### config.mk
export PLATFORM = sky130hd
export DESIGN_NAME = rgb_decimator_with_luma_unit
export DESIGN_NICKNAME = d
export VERILOG_FILES = /design/src/rgbdl_pkg.sv /design/src/rgbdl_setup.sv /design/src/rgbdl_front.sv /design/src/rgbdl_queue.sv /design/src/rgbdl_back.sv /design/src/rgb_decimator_with_luma_unit.sv
export SDC_FILE = /design/constraint.sdc
export NUM_CORES = 2
export LEC_CHECK = 0
export ABC_AREA = 1
export BUFFER_PORTS_ARGS = -buffer_cell sky130_fd_sc_hd__buf_2
export CORE_UTILIZATION = 59
export CTS_BUF_LIST = sky130_fd_sc_hd__clkbuf_8
export CTS_CLUSTER_DIAMETER = 150
export CTS_CLUSTER_SIZE = 28
export DETAILED_ROUTE_END_ITERATION = 16
export PLACE_DENSITY = 0.77
export REMOVE_ABC_BUFFERS = 1
export SYNTH_ARGS = -nofsm -noshare
export SYNTH_HDL_FRONTEND = slang
export SYNTH_SLANG_ARGS = --single-unit
### constraint.sdc
create_clock -name clk -period 6.12 [get_ports clk]
set_input_delay 0.918 -clock clk [delete_from_list [all_inputs] [get_ports clk]]
set_output_delay 0.918 -clock clk [all_outputs]
set_load 0.05 [all_outputs]
### src/rgbdl_pkg.sv
package rgbdl_pkg;

    // Field widths
    localparam int CFG_W     = 13;
    localparam int STRIDE_W  = 16;
    localparam int OFF_W     = 28;
    localparam int PIX_W     = 8;
    localparam int IDX_W     = 3;
    localparam int DIV_CNT_W = 4;

    // Register indexes of the configuration port
    typedef enum logic [IDX_W-1:0] {
        REG_SRC_W  = 3'd0,
        REG_SRC_H  = 3'd1,
        REG_TGT_W  = 3'd2,
        REG_TGT_H  = 3'd3,
        REG_GRAY   = 3'd4,
        REG_STRIDE = 3'd5
    } reg_index_t;

    // Register reset values
    localparam logic [CFG_W-1:0]    RST_SRC_W  = 13'd640;
    localparam logic [CFG_W-1:0]    RST_SRC_H  = 13'd480;
    localparam logic [CFG_W-1:0]    RST_TGT_W  = 13'd640;
    localparam logic [CFG_W-1:0]    RST_TGT_H  = 13'd480;
    localparam logic [STRIDE_W-1:0] RST_STRIDE = 16'd0;

    // Luma weights, sum fits in 18 bits (255 * 1000)
    localparam int SUM_W = 18;
    localparam logic [SUM_W-1:0] LUMA_R = 18'd299;
    localparam logic [SUM_W-1:0] LUMA_G = 18'd587;
    localparam logic [SUM_W-1:0] LUMA_B = 18'd114;

    // Divide by 1000 as multiply by ceil(2^28 / 1000), exact for sums below 493447
    localparam int RECIP_SHIFT = 28;
    localparam int RECIP_W     = 19;
    localparam int PROD_W      = SUM_W + RECIP_W;
    localparam logic [RECIP_W-1:0] RECIP_K = 19'd268436;

    // Queue between front and back
    localparam int QDEPTH = 4;
    localparam int QPTR_W = 2;
    localparam int QCNT_W = QPTR_W + 1;

    // Ratio derivation sequencer
    typedef enum logic [1:0] {
        DIV_IDLE,
        DIV_LOAD,
        DIV_RUN,
        DIV_CHECK
    } div_state_t;

    // Derived settings seen by the front
    typedef struct packed {
        logic                busy;
        logic                clear;
        logic                sizes_ok;
        logic                gray;
        logic [CFG_W-1:0]    src_w;
        logic [CFG_W-1:0]    src_h;
        logic [CFG_W-1:0]    tgt_w;
        logic [CFG_W-1:0]    tgt_h;
        logic [CFG_W-1:0]    ratio_x;
        logic [CFG_W-1:0]    ratio_y;
        logic [STRIDE_W-1:0] stride;
    } setup_t;

    // One classified request travelling from front to back
    typedef struct packed {
        logic [OFF_W-1:0] offset;
        logic [PIX_W-1:0] red;
        logic [PIX_W-1:0] green;
        logic [PIX_W-1:0] blue;
        logic             gray;
        logic             frame_end;
        logic             size_error;
    } pix_item_t;

endpackage

### src/rgbdl_setup.sv
module rgbdl_setup #(
    parameter int MAX_DIM = 4096
) (
    input  logic                                  clk,
    input  logic                                  rst_n,
    input  logic                                  cfg_write,
    input  logic [rgbdl_pkg::IDX_W-1:0]           cfg_index,
    input  logic [rgbdl_pkg::STRIDE_W-1:0]        cfg_data,
    output rgbdl_pkg::setup_t                     setup
);

    localparam int CFG_W = rgbdl_pkg::CFG_W;
    localparam int LIM_W = ($clog2(MAX_DIM + 1) > CFG_W) ? $clog2(MAX_DIM + 1) : CFG_W;
    localparam logic [LIM_W-1:0] LIMIT = LIM_W'(MAX_DIM);

    logic [CFG_W-1:0]              src_w_reg, src_h_reg, tgt_w_reg, tgt_h_reg;
    logic                          gray_reg;
    logic [rgbdl_pkg::STRIDE_W-1:0] line_stride_reg;

    logic [CFG_W-1:0]              qx_reg, rx_reg, qy_reg, ry_reg;
    logic [rgbdl_pkg::DIV_CNT_W-1:0] step_reg;
    logic [CFG_W-1:0]              ratio_x_reg, ratio_y_reg;
    logic [rgbdl_pkg::STRIDE_W-1:0] stride_reg;
    logic                          ok_reg;

    rgbdl_pkg::div_state_t state_reg, state_next;

    logic cfg_hit;
    logic do_load, do_step, do_check, busy;
    logic [CFG_W:0] rx_sh, ry_sh;
    logic           x_fit, y_fit;
    logic           sizes_ok;
    logic [rgbdl_pkg::STRIDE_W-1:0] packed_stride;

    // Writes to an index beyond the list are dropped
    assign cfg_hit = cfg_write && (cfg_index <= rgbdl_pkg::REG_STRIDE);

    // Hold the configuration registers
    always_ff @(posedge clk or negedge rst_n)
    begin
        if (!rst_n)
        begin
            src_w_reg       <= rgbdl_pkg::RST_SRC_W;
            src_h_reg       <= rgbdl_pkg::RST_SRC_H;
            tgt_w_reg       <= rgbdl_pkg::RST_TGT_W;
            tgt_h_reg       <= rgbdl_pkg::RST_TGT_H;
            gray_reg        <= 1'b0;
            line_stride_reg <= rgbdl_pkg::RST_STRIDE;
        end
        else if (cfg_write)
        begin
            unique case (cfg_index)
                rgbdl_pkg::REG_SRC_W:  src_w_reg       <= cfg_data[CFG_W-1:0];
                rgbdl_pkg::REG_SRC_H:  src_h_reg       <= cfg_data[CFG_W-1:0];
                rgbdl_pkg::REG_TGT_W:  tgt_w_reg       <= cfg_data[CFG_W-1:0];
                rgbdl_pkg::REG_TGT_H:  tgt_h_reg       <= cfg_data[CFG_W-1:0];
                rgbdl_pkg::REG_GRAY:   gray_reg        <= cfg_data[0];
                rgbdl_pkg::REG_STRIDE: line_stride_reg <= cfg_data;
                default: ;
            endcase
        end
    end

    // Sequencer next state: any write to a listed register restarts the derivation
    always_comb
    begin
        state_next = state_reg;
        if (cfg_hit)
        begin
            state_next = rgbdl_pkg::DIV_LOAD;
        end
        else
        begin
            unique case (state_reg)
                rgbdl_pkg::DIV_IDLE:  state_next = rgbdl_pkg::DIV_IDLE;
                rgbdl_pkg::DIV_LOAD:  state_next = rgbdl_pkg::DIV_RUN;
                rgbdl_pkg::DIV_RUN:
                begin
                    if (step_reg == rgbdl_pkg::DIV_CNT_W'(CFG_W - 1))
                    begin
                        state_next = rgbdl_pkg::DIV_CHECK;
                    end
                end
                rgbdl_pkg::DIV_CHECK: state_next = rgbdl_pkg::DIV_IDLE;
                default:              state_next = rgbdl_pkg::DIV_LOAD;
            endcase
        end
    end

    // Sequencer outputs
    always_comb
    begin
        do_load  = 1'b0;
        do_step  = 1'b0;
        do_check = 1'b0;
        busy     = 1'b1;
        unique case (state_reg)
            rgbdl_pkg::DIV_IDLE:  busy     = 1'b0;
            rgbdl_pkg::DIV_LOAD:  do_load  = 1'b1;
            rgbdl_pkg::DIV_RUN:   do_step  = 1'b1;
            rgbdl_pkg::DIV_CHECK: do_check = 1'b1;
            default:              do_load  = 1'b1;
        endcase
    end

    // Start in the load state so reset values are derived as well
    always_ff @(posedge clk or negedge rst_n)
    begin
        if (!rst_n)
        begin
            state_reg <= rgbdl_pkg::DIV_LOAD;
        end
        else
        begin
            state_reg <= state_next;
        end
    end

    // One restoring step per cycle for each dimension
    assign rx_sh = {rx_reg, qx_reg[CFG_W-1]};
    assign ry_sh = {ry_reg, qy_reg[CFG_W-1]};
    assign x_fit = rx_sh >= {1'b0, tgt_w_reg};
    assign y_fit = ry_sh >= {1'b0, tgt_h_reg};

    always_ff @(posedge clk)
    begin
        if (do_load)
        begin
            qx_reg   <= src_w_reg;
            rx_reg   <= '0;
            qy_reg   <= src_h_reg;
            ry_reg   <= '0;
            step_reg <= '0;
        end
        else if (do_step)
        begin
            qx_reg   <= {qx_reg[CFG_W-2:0], x_fit};
            rx_reg   <= x_fit ? CFG_W'(rx_sh - {1'b0, tgt_w_reg}) : rx_sh[CFG_W-1:0];
            qy_reg   <= {qy_reg[CFG_W-2:0], y_fit};
            ry_reg   <= y_fit ? CFG_W'(ry_sh - {1'b0, tgt_h_reg}) : ry_sh[CFG_W-1:0];
            step_reg <= step_reg + 1'b1;
        end
    end

    // Check sizes once quotients and remainders are final
    assign sizes_ok = (src_w_reg != '0) && (src_h_reg != '0) &&
                      (tgt_w_reg != '0) && (tgt_h_reg != '0) &&
                      (LIM_W'(src_w_reg) <= LIMIT) && (LIM_W'(src_h_reg) <= LIMIT) &&
                      (tgt_w_reg <= src_w_reg) && (tgt_h_reg <= src_h_reg) &&
                      (rx_reg == '0) && (ry_reg == '0);

    // Packed line length is target width times bytes per pixel
    assign packed_stride = gray_reg ?
        rgbdl_pkg::STRIDE_W'(tgt_w_reg) :
        rgbdl_pkg::STRIDE_W'(tgt_w_reg) + rgbdl_pkg::STRIDE_W'({tgt_w_reg, 1'b0});

    always_ff @(posedge clk or negedge rst_n)
    begin
        if (!rst_n)
        begin
            ok_reg      <= 1'b0;
            ratio_x_reg <= CFG_W'(1);
            ratio_y_reg <= CFG_W'(1);
            stride_reg  <= '0;
        end
        else if (do_check)
        begin
            ok_reg      <= sizes_ok;
            ratio_x_reg <= sizes_ok ? qx_reg : CFG_W'(1);
            ratio_y_reg <= sizes_ok ? qy_reg : CFG_W'(1);
            stride_reg  <= (line_stride_reg != '0) ? line_stride_reg : packed_stride;
        end
    end

    assign setup.busy     = busy;
    assign setup.clear    = cfg_hit;
    assign setup.sizes_ok = ok_reg;
    assign setup.gray     = gray_reg;
    assign setup.src_w    = src_w_reg;
    assign setup.src_h    = src_h_reg;
    assign setup.tgt_w    = tgt_w_reg;
    assign setup.tgt_h    = tgt_h_reg;
    assign setup.ratio_x  = ratio_x_reg;
    assign setup.ratio_y  = ratio_y_reg;
    assign setup.stride   = stride_reg;

endmodule

### src/rgbdl_front.sv
module rgbdl_front #(
    parameter int MAX_DIM = 4096
) (
    input  logic                              clk,
    input  logic                              rst_n,
    input  rgbdl_pkg::setup_t                 setup,
    input  logic                              in_valid,
    output logic                              in_ready,
    input  logic [rgbdl_pkg::PIX_W-1:0]       red,
    input  logic [rgbdl_pkg::PIX_W-1:0]       green,
    input  logic [rgbdl_pkg::PIX_W-1:0]       blue,
    input  logic                              q_full,
    output logic                              push,
    output rgbdl_pkg::pix_item_t              push_item
);

    localparam int CFG_W = rgbdl_pkg::CFG_W;
    localparam int OFF_W = rgbdl_pkg::OFF_W;
    localparam int CNT_W = $clog2(MAX_DIM);
    localparam int CMP_W = (CNT_W + 1 > CFG_W) ? CNT_W + 1 : CFG_W;

    logic [CNT_W-1:0] col_reg, row_reg, cph_reg, rph_reg, ocol_reg, orow_reg;
    logic [CNT_W-1:0] col_next, row_next, cph_next, rph_next, ocol_next, orow_next;
    logic [OFF_W-1:0] off_reg, base_reg, off_next, base_next;

    logic [CMP_W-1:0] col_inc, row_inc, cph_inc, rph_inc, ocol_inc, orow_inc;
    logic             accept, keep, last;
    logic [1:0]       bpp;

    assign in_ready = !setup.busy && !setup.clear && !q_full;
    assign accept   = in_valid && in_ready;
    assign keep     = (cph_reg == '0) && (rph_reg == '0);
    assign bpp      = setup.gray ? 2'd1 : 2'd3;

    assign col_inc  = CMP_W'(col_reg) + 1'b1;
    assign row_inc  = CMP_W'(row_reg) + 1'b1;
    assign cph_inc  = CMP_W'(cph_reg) + 1'b1;
    assign rph_inc  = CMP_W'(rph_reg) + 1'b1;
    assign ocol_inc = CMP_W'(ocol_reg) + 1'b1;
    assign orow_inc = CMP_W'(orow_reg) + 1'b1;

    assign last = (ocol_inc == CMP_W'(setup.tgt_w)) && (orow_inc == CMP_W'(setup.tgt_h));

    // Classify: error request on bad sizes, pixel request when both phases are zero
    assign push = accept && (!setup.sizes_ok || keep);

    always_comb
    begin
        push_item.gray = setup.gray;
        if (!setup.sizes_ok)
        begin
            push_item.offset     = '0;
            push_item.red        = '0;
            push_item.green      = '0;
            push_item.blue       = '0;
            push_item.frame_end  = 1'b0;
            push_item.size_error = 1'b1;
        end
        else
        begin
            push_item.offset     = off_reg;
            push_item.red        = red;
            push_item.green      = green;
            push_item.blue       = blue;
            push_item.frame_end  = last;
            push_item.size_error = 1'b0;
        end
    end

    // Advance source and output counters
    always_comb
    begin
        col_next  = col_reg;
        row_next  = row_reg;
        cph_next  = cph_reg;
        rph_next  = rph_reg;
        ocol_next = ocol_reg;
        orow_next = orow_reg;
        off_next  = off_reg;
        base_next = base_reg;
        if (setup.clear)
        begin
            col_next  = '0;
            row_next  = '0;
            cph_next  = '0;
            rph_next  = '0;
            ocol_next = '0;
            orow_next = '0;
            off_next  = '0;
            base_next = '0;
        end
        else if (accept && setup.sizes_ok)
        begin
            // Output position and destination offset
            if (keep)
            begin
                if (ocol_inc >= CMP_W'(setup.tgt_w))
                begin
                    ocol_next = '0;
                    if (orow_inc >= CMP_W'(setup.tgt_h))
                    begin
                        orow_next = '0;
                        base_next = '0;
                        off_next  = '0;
                    end
                    else
                    begin
                        orow_next = orow_inc[CNT_W-1:0];
                        base_next = base_reg + OFF_W'(setup.stride);
                        off_next  = base_reg + OFF_W'(setup.stride);
                    end
                end
                else
                begin
                    ocol_next = ocol_inc[CNT_W-1:0];
                    off_next  = off_reg + OFF_W'(bpp);
                end
            end

            // Source position and phases
            if (col_inc >= CMP_W'(setup.src_w))
            begin
                col_next = '0;
                cph_next = '0;
                if (row_inc >= CMP_W'(setup.src_h))
                begin
                    row_next  = '0;
                    rph_next  = '0;
                    ocol_next = '0;
                    orow_next = '0;
                    off_next  = '0;
                    base_next = '0;
                end
                else
                begin
                    row_next = row_inc[CNT_W-1:0];
                    rph_next = (rph_inc >= CMP_W'(setup.ratio_y)) ? '0 : rph_inc[CNT_W-1:0];
                end
            end
            else
            begin
                col_next = col_inc[CNT_W-1:0];
                cph_next = (cph_inc >= CMP_W'(setup.ratio_x)) ? '0 : cph_inc[CNT_W-1:0];
            end
        end
    end

    always_ff @(posedge clk or negedge rst_n)
    begin
        if (!rst_n)
        begin
            col_reg  <= '0;
            row_reg  <= '0;
            cph_reg  <= '0;
            rph_reg  <= '0;
            ocol_reg <= '0;
            orow_reg <= '0;
            off_reg  <= '0;
            base_reg <= '0;
        end
        else
        begin
            col_reg  <= col_next;
            row_reg  <= row_next;
            cph_reg  <= cph_next;
            rph_reg  <= rph_next;
            ocol_reg <= ocol_next;
            orow_reg <= orow_next;
            off_reg  <= off_next;
            base_reg <= base_next;
        end
    end

endmodule

### src/rgbdl_queue.sv
module rgbdl_queue (
    input  logic                  clk,
    input  logic                  rst_n,
    input  logic                  push,
    input  rgbdl_pkg::pix_item_t  push_item,
    input  logic                  pop,
    output rgbdl_pkg::pix_item_t  head_item,
    output logic                  not_empty,
    output logic                  full
);

    rgbdl_pkg::pix_item_t slot_reg [rgbdl_pkg::QDEPTH];

    logic [rgbdl_pkg::QPTR_W-1:0] wr_ptr_reg, rd_ptr_reg;
    logic [rgbdl_pkg::QCNT_W-1:0] count_reg;

    assign not_empty = (count_reg != '0);
    assign full      = (count_reg == rgbdl_pkg::QCNT_W'(rgbdl_pkg::QDEPTH));
    assign head_item = slot_reg[rd_ptr_reg];

    // Store pushed requests
    always_ff @(posedge clk)
    begin
        if (push)
        begin
            slot_reg[wr_ptr_reg] <= push_item;
        end
    end

    // Advance pointers and occupancy
    always_ff @(posedge clk or negedge rst_n)
    begin
        if (!rst_n)
        begin
            wr_ptr_reg <= '0;
            rd_ptr_reg <= '0;
            count_reg  <= '0;
        end
        else
        begin
            if (push)
            begin
                wr_ptr_reg <= wr_ptr_reg + 1'b1;
            end
            if (pop)
            begin
                rd_ptr_reg <= rd_ptr_reg + 1'b1;
            end
            if (push && !pop)
            begin
                count_reg <= count_reg + 1'b1;
            end
            else if (pop && !push)
            begin
                count_reg <= count_reg - 1'b1;
            end
        end
    end

endmodule

### src/rgbdl_back.sv
module rgbdl_back (
    input  logic                          clk,
    input  logic                          rst_n,
    input  rgbdl_pkg::pix_item_t          head_item,
    input  logic                          not_empty,
    output logic                          pop,
    output logic                          out_valid,
    input  logic                          out_ready,
    output logic [rgbdl_pkg::OFF_W-1:0]   byte_offset,
    output logic [rgbdl_pkg::PIX_W-1:0]   first_value,
    output logic [rgbdl_pkg::PIX_W-1:0]   second_value,
    output logic [rgbdl_pkg::PIX_W-1:0]   third_value,
    output logic                          frame_end,
    output logic                          size_error
);

    localparam int SUM_W  = rgbdl_pkg::SUM_W;
    localparam int PROD_W = rgbdl_pkg::PROD_W;
    localparam int PIX_W  = rgbdl_pkg::PIX_W;

    logic                  advance;
    logic                  s1_valid_reg, s2_valid_reg, out_valid_reg;
    rgbdl_pkg::pix_item_t  s1_item_reg, s2_item_reg;
    logic [SUM_W-1:0]      s1_sum_reg, sum;
    logic [PROD_W-1:0]     prod;
    logic [PIX_W-1:0]      s2_luma_reg;

    logic [rgbdl_pkg::OFF_W-1:0] offset_reg;
    logic [PIX_W-1:0]            first_reg, second_reg, third_reg;
    logic                        frame_end_reg, size_error_reg;

    // Move the whole pipe when the output register is free or being drained
    assign advance = !out_valid_reg || out_ready;
    assign pop     = advance && not_empty;

    // Weighted channel sum
    assign sum = SUM_W'(head_item.red)   * rgbdl_pkg::LUMA_R +
                 SUM_W'(head_item.green) * rgbdl_pkg::LUMA_G +
                 SUM_W'(head_item.blue)  * rgbdl_pkg::LUMA_B;

    // Divide by 1000 through the reciprocal
    assign prod = PROD_W'(s1_sum_reg) * PROD_W'(rgbdl_pkg::RECIP_K);

    always_ff @(posedge clk or negedge rst_n)
    begin
        if (!rst_n)
        begin
            s1_valid_reg  <= 1'b0;
            s2_valid_reg  <= 1'b0;
            out_valid_reg <= 1'b0;
        end
        else if (advance)
        begin
            s1_valid_reg  <= not_empty;
            s2_valid_reg  <= s1_valid_reg;
            out_valid_reg <= s2_valid_reg;
        end
    end

    // Payload stages, no reset needed
    always_ff @(posedge clk)
    begin
        if (advance)
        begin
            s1_item_reg <= head_item;
            s1_sum_reg  <= sum;
            s2_item_reg <= s1_item_reg;
            s2_luma_reg <= prod[rgbdl_pkg::RECIP_SHIFT +: PIX_W];

            offset_reg     <= s2_item_reg.offset;
            frame_end_reg  <= s2_item_reg.frame_end;
            size_error_reg <= s2_item_reg.size_error;
            if (s2_item_reg.size_error)
            begin
                first_reg  <= '0;
                second_reg <= '0;
                third_reg  <= '0;
            end
            else if (s2_item_reg.gray)
            begin
                first_reg  <= s2_luma_reg;
                second_reg <= '0;
                third_reg  <= '0;
            end
            else
            begin
                first_reg  <= s2_item_reg.red;
                second_reg <= s2_item_reg.green;
                third_reg  <= s2_item_reg.blue;
            end
        end
    end

    assign out_valid    = out_valid_reg;
    assign byte_offset  = offset_reg;
    assign first_value  = first_reg;
    assign second_value = second_reg;
    assign third_value  = third_reg;
    assign frame_end    = frame_end_reg;
    assign size_error   = size_error_reg;

endmodule

### src/rgb_decimator_with_luma_unit.sv
// Integer-ratio decimator for a raster RGB pixel stream with optional luma output.
// Input channel (in_valid/in_ready, red/green/blue) takes one source pixel per
// request in raster order. Output channel (out_valid/out_ready) returns one request
// per kept pixel: its destination byte offset and either RGB or a single luma byte.
// With unusable sizes every input pixel returns one request with size_error set.
// Configuration: cfg_write with cfg_index and cfg_data writes one register; the user
// must write only while the unit is idle, which the block does not enforce. Reset
// and each write to a listed register restart the frame and re-derive the ratios,
// during which in_ready stays low (a 13-step shift-subtract divider per dimension).
// Throughput: one pixel per cycle while in_ready is high. A kept pixel passes the
// queue, the sum stage, the reciprocal multiply stage and the output register.
// A four-entry queue sits between the counter front end and the luma pipeline, so
// a stalled receiver fills the queue before in_ready drops; nothing is lost.
// Reset clears counters, queue and pipeline and loads the default register values.
module rgb_decimator_with_luma_unit #(
    parameter int MAX_DIM = 4096
) (
    input  logic                                clk,
    input  logic                                rst_n,
    input  logic                                cfg_write,
    input  logic [rgbdl_pkg::IDX_W-1:0]         cfg_index,
    input  logic [rgbdl_pkg::STRIDE_W-1:0]      cfg_data,
    input  logic                                in_valid,
    output logic                                in_ready,
    input  logic [rgbdl_pkg::PIX_W-1:0]         red,
    input  logic [rgbdl_pkg::PIX_W-1:0]         green,
    input  logic [rgbdl_pkg::PIX_W-1:0]         blue,
    output logic                                out_valid,
    input  logic                                out_ready,
    output logic [rgbdl_pkg::OFF_W-1:0]         byte_offset,
    output logic [rgbdl_pkg::PIX_W-1:0]         first_value,
    output logic [rgbdl_pkg::PIX_W-1:0]         second_value,
    output logic [rgbdl_pkg::PIX_W-1:0]         third_value,
    output logic                                frame_end,
    output logic                                size_error
);

    rgbdl_pkg::setup_t     setup;
    rgbdl_pkg::pix_item_t  push_item, head_item;
    logic                  push, pop, not_empty, q_full;

    // Register file and ratio derivation
    rgbdl_setup #(
        .MAX_DIM (MAX_DIM)
    ) u_setup (
        .clk       (clk),
        .rst_n     (rst_n),
        .cfg_write (cfg_write),
        .cfg_index (cfg_index),
        .cfg_data  (cfg_data),
        .setup     (setup)
    );

    // Counters and classification
    rgbdl_front #(
        .MAX_DIM (MAX_DIM)
    ) u_front (
        .clk       (clk),
        .rst_n     (rst_n),
        .setup     (setup),
        .in_valid  (in_valid),
        .in_ready  (in_ready),
        .red       (red),
        .green     (green),
        .blue      (blue),
        .q_full    (q_full),
        .push      (push),
        .push_item (push_item)
    );

    // Decoupling queue
    rgbdl_queue u_queue (
        .clk       (clk),
        .rst_n     (rst_n),
        .push      (push),
        .push_item (push_item),
        .pop       (pop),
        .head_item (head_item),
        .not_empty (not_empty),
        .full      (q_full)
    );

    // Luma pipeline and output register
    rgbdl_back u_back (
        .clk          (clk),
        .rst_n        (rst_n),
        .head_item    (head_item),
        .not_empty    (not_empty),
        .pop          (pop),
        .out_valid    (out_valid),
        .out_ready    (out_ready),
        .byte_offset  (byte_offset),
        .first_value  (first_value),
        .second_value (second_value),
        .third_value  (third_value),
        .frame_end    (frame_end),
        .size_error   (size_error)
    );

endmodule
# ---- Yosys cells after proc, flatten, opt, wreduce, memory -nomap -nowiden
# Memory sizes are Yosys's and may differ from the RTL's.
# Index checks and enable logic that the tools add are counted.
dict set report classes {
  n_lt_le_gt_ge 13
  mux 66
  bitwise_logic 0
  mul 4
  eq_ne 13
  n_shift 0
  div_mod_pow 0
  addsub 18
  reduce_logical 53
}
# operator count
set op_table {}
lappend op_table {{28-bit two-way mux} 13}
lappend op_table {{12-bit two-way mux} 29}
lappend op_table {{13-bit two-way mux} 8}
lappend op_table {{12-bit by 1-bit adder with 13-bit output (second input constant)} 6}
lappend op_table {{13-bit >= comparator} 6}
lappend op_table {{52-bit two-way mux} 1}
lappend op_table {{13-bit nonzero test} 4}
lappend op_table {{18-bit by 17-bit multiplier with 34-bit output (second input constant)} 1}
lappend op_table {{16-bit two-way mux} 2}
lappend op_table {{28-bit by 16-bit adder with 28-bit output} 1}
lappend op_table {{28-bit by 2-bit adder with 28-bit output} 1}
lappend op_table {{14-bit by 13-bit >= comparator with 1-bit output} 2}
lappend op_table {{13-bit equality test} 2}
lappend op_table {{13-bit <= comparator} 2}
lappend op_table {{13-bit <= comparator (second input constant)} 2}
lappend op_table {{13-bit logical NOT} 2}
lappend op_table {{13-bit subtractor} 2}
lappend op_table {{12-bit logical NOT} 2}
lappend op_table {{1-bit logical AND} 20}
lappend op_table {{17-bit by 18-bit adder with 18-bit output} 1}
lappend op_table {{18-bit by 15-bit adder with 18-bit output} 1}
lappend op_table {{8-bit by 10-bit multiplier with 18-bit output (second input constant)} 1}
lappend op_table {{8-bit by 9-bit multiplier with 17-bit output (second input constant)} 1}
lappend op_table {{16-bit nonzero test} 1}
lappend op_table {{27 further kinds} 56}
dict set report totals {
  reg_bits 498
  ram_bits 220
  mem_count 1
  romBits 0
  latchBits 0
}
# name depth width rd rd_ports_with_merged_regs write_ports line
set mem_list {}
lappend mem_list {u_queue.slot_reg 4 55 1 0 1 rgbdl_queue.sv:12} ;# rgbdl_pkg::pix_item_t slot_reg [rgbdl_pkg::QDEPTH];

# ---- Depth between registers and ports, before layout
dict set report depth {
  depth_word 11
  mapped_depth 35
  ltp_nobuf 33
}

# ---- Modules after synthesis
# Synthesis repeated with hierarchy kept, for this count alone.
dict set report hier_totals {
  hier_cells 5507
  area_unflattened_um2 47574.4
}
# module seq_area_each_um2 area_each_um2 cells_each n_inst
set by_module_without_submodules {}
lappend by_module_without_submodules {rgbdl_back 5780.5 14530.2 1336 1}
lappend by_module_without_submodules {rgbdl_front 3203.1 12699.7 2032 1}
lappend by_module_without_submodules {rgbdl_setup 4252.8 10730.3 1448 1}
lappend by_module_without_submodules {rgbdl_queue 6781.5 9614.2 691 1}

# ---- Worst setup path after synthesis
# OpenSTA, ideal clock, no wires.
dict set report synth_timing {
  kind {input to register}
  from {input out_ready}
  to {register u_queue.count_reg[1] (netlist name)}
  t_required_ns 5.995
  setup_slack_ns -1.031
  stages 7
  t_arrival_ns 7.026
  setup_time_ns 0.125
  cell_sequence {inv_1 -> nand2_1 -> o31ai_1 -> ha_1 -> inv_1 -> fa_1 -> mux2_2}
}
dict set report synth_between {
  elab_chain_len 5
  word_cells_on_any_way 7
}
# item line
set synth_rtl {}
lappend synth_rtl {{start, declared} rgb_decimator_with_luma_unit.sv:29} ;# input logic out_ready,
lappend synth_rtl {{1-bit logical OR *} rgbdl_back.sv:33} ;# assign advance = !out_valid_reg || out_ready;
lappend synth_rtl {{via u_back.advance} rgbdl_back.sv:21} ;# logic advance;
lappend synth_rtl {{1-bit logical AND *} rgbdl_back.sv:34} ;# assign pop = advance && not_empty;
lappend synth_rtl {{1-bit logical NOT} rgbdl_queue.sv:49} ;# if (push && !pop)
lappend synth_rtl {{1-bit logical AND} rgbdl_queue.sv:49}
lappend synth_rtl {{3-bit two-way mux or 2-bit nonzero test (tied branches)} -}
lappend synth_rtl {{end signal, assigned} rgbdl_queue.sv:51} ;# count_reg <= count_reg + 1'b1;
lappend synth_rtl {{end signal, assigned} rgbdl_queue.sv:55} ;# count_reg <= count_reg - 1'b1;
lappend synth_rtl {{end, declared} rgbdl_queue.sv:15} ;# logic [rgbdl_pkg::QCNT_W-1:0] count_reg;
# The timed path passes the listed nets; every way through them passes the cells marked *.
# A chain may end at the register's enable or synchronous reset.

==> results_dict.tcl <==
set metrics [dict create \
    synth_flop_cell "edfxtp_1" \
    final_area_mm2 0.0479 \
    maxCapViolCount 0 \
    htree_num_levels 1 \
    cts_buffers 30 \
    endpoint_kind "register" \
    r2r-end "u_back.s1_sum_reg[17]" \
    relSlewSlack_pct 21.9 \
    clock_latency_ns 0.75 \
    worst-path-max-fanout 5 \
    max_freq_mhz 163 \
    placed_area_mm2 0.0466 \
    finalCritPeriodShare_pct 100 \
    cpMostUsedCell "nand2_1" \
    initialDrtViolationCount 2610 \
    fp.dieW_um 276 \
    grt-ovfl-total 0 \
    cts_hold_buf 0 \
    grt_max_degree 171 \
    num_rows 100 \
    largest_register_ffs 220 \
    drcViolationCount 0 \
    finalMaxSlewViolations 0 \
    ys_warn_count 0 \
    syn_to_final_growth_pct 7.69 \
    dieArea_mm2 0.0764 \
    drive_above_1_share_pct 8.02 \
    max_stage_delay_ns 0.59 \
    netlist_instances 4958 \
    async_reset_ff_share_pct 35.1 \
    hold_class "in2async" \
    grt_pass1_vias 32900 \
    dp_hpwl_mm 80.4 \
    antenna_found_initial 1 \
    finalHoldViolCount 0 \
    initial_core_util_pct 59.7 \
    timing.final.ws_setup_ns -0.0219 \
    violations "setup timing" \
    rrSetupSlack_ns -0.02 \
    clk_pin_slew_ns 0.18 \
    max_slew.worst_pin.slew_ns 1.17 \
    critPathLaunchType "register" \
    synth_area_mm2 0.0445 \
    seq_area_frac_synth_pct 45.0 \
    vias 34000 \
    r2r-start "u_queue.rd_ptr_reg[0]" \
    grt_setup_unrepaired "true" \
    clock-sinks 718 \
    cts_root_buf "clkbuf_8" \
    reg2regPathDepth 31 \
    core_region_area_mm2 0.0744 \
    place_congestion 0.963 \
    layout_commonest_cell "nand2_1" \
    ant_nets 0 \
    worstPathRequired_ns 6.63 \
    regArea_mm2 0.0200 \
    wirelength_mm 108 \
    worstPathArrival_ns 6.65 \
    slowest_stage "dfrtp_4" \
    nNetsFinal 5704 \
    multi_input_area_mm2 0.0214 \
    outcome "finished with violations" \
    port_buffers 103 \
    io_pins 104 \
    cts_tree "yes" \
    timing_worst_setup_path_type "reg2reg" \
    fin_worst_skew_ns 0.0551 \
    cts_max_path_buffers 3 \
    synth_cell_types 53 \
    fillerInstances 6140 \
    synth_edf_count 436 \
    detailedRoute.firstPassIterationCount 6 \
    wl_per_cell_um 17.8 \
    layout_common_cells "nand2_1 (1030), inv_1 (803), edfxtp_1 (436)" \
    fp.dieH_um 276 \
    routed_via_density 5.58 \
    grt_pass1_wl_mm 172 \
    syn_avg_cell_area_um2 8.97 \
    fin_crit_ns 6.14 \
    finalSetupViolCount 3 \
    ys_seq_elements 718 \
    track_usage_pct 28.1 \
]
through the flow:
| step | setup slack, ns | std cells | utilization (%) | hold WS [ns] | setup TNS, ns |
|---|---|---|---|---|---|
| floorplan | -3.20 | 4830 | - | 0.400 | -41.34 |
| global placement | -0.364 | 6024 | 62.7 | 0.400 | -2.23 |
| detailed placement | -0.433 | 6024 | 62.7 | 0.405 | -2.83 |
| CTS | -0.000226 | 6081 | 63.9 | 0.168 | -0.000226 |
| global route | -0.269 | 6093 | 64.3 | 0.201 | -1.26 |
| finish | -0.0219 | 6093 | 64.3 | 0.148 | -0.0508 |
layout make-up:
class                   count  share of cell area [%]
well taps                 969                    2.53
clock buffers              30                   0.863
flip-flops and latches    718                    41.8
diodes                      1                 0.00523
clock inverters            26                   0.295
repair buffers            237                    3.42
inverters                 807                    6.37
multi-input cells        3305                    44.7
cells by family after synthesis:
| logic type | share of synthesized area (%) |
|---|---|
| compound gates | 9.09 |
| xor+xnor | 2.32 |
| fa+ha+maj | 17.8 |
| buf+inv | 8.02 |
| flops | 45.0 |
| mux | 0.124 |
| simple gates | 17.6 |
worst max-delay path: cells and delay by family (launching register included):
kind / cells / cell delay (ns)
AND/OR/NAND/NOR: 8 / 0.59
adder cells (fa/ha/maj): 9 / 3.27
buffers and inverters: 8 / 0.69
AO/OA/AOI/OAI: 4 / 0.42
flip-flops: 1 / 0.59
XOR/XNOR: 2 / 0.33
worst max-delay path by stage:
stage	endpoint	depth (start not counted)	slack (ns)	from
after global routing	u_back.s1_sum_reg[16]	34	-0.27	u_queue.rd_ptr_reg[0]
after global placement	u_back.s1_sum_reg[15]	24	-0.36	u_queue.rd_ptr_reg[0]
after floorplan	u_back.s1_sum_reg[13]	23	-3.20	u_queue.rd_ptr_reg[0]
after detailed placement	u_back.s1_sum_reg[15]	24	-0.43	u_queue.rd_ptr_reg[0]
after CTS	u_back.s1_sum_reg[16]	32	-0.0002	u_queue.rd_ptr_reg[0]
final	u_back.s1_sum_reg[17]	31	-0.02	u_queue.rd_ptr_reg[0]
Yosys cell counts, types with 15 or more instances:
cell type	number	area share (%)
dfstp_2	15	0.89
nor4_1	17	0.24
nand2_1	1044	8.8
nor2_1	413	3.5
ha_1	433	12
clkbuf_1	95	0.80
dfrtp_1	237	13
nand3b_1	18	0.30
xnor2_1	26	0.51
nand4_1	73	1.0
xor2_1	92	1.8
o21ai_1	24	0.27
a21oi_1	223	2.5
buf_2	19	0.21
nand3_1	225	2.5
nor3_1	66	0.74
o21ai_0	335	3.8
edfxtp_1	436	29
fa_1	124	5.6
a32oi_1	15	0.30
inv_1	792	6.7
dfxtp_1	30	1.4
o22ai_1	67	0.94
o211ai_1	28	0.47
routing by layer:
| metal | global-route usage [%] | part of all wire [%] |
|---|---|---|
| met3 | 2.10 | 5.2 |
| met1 | 38.0 | 43 |
| met2 | 48.4 | 49 |
| met4 | 8.52 | 3.0 |
| met5 | 0 | 0 |
timing repair:
action / in CTS / in global routing
buffers inserted: 3 / 11
pin swaps: 38 / 43
setup endpoints to repair: 9 / 11
endpoints found under the hold margin: 0 / 0
gates resized for setup: 57 / 69
Power is not shown: default switching activity piles up to over one toggle a cycle in this logic, so the estimate is an artifact.
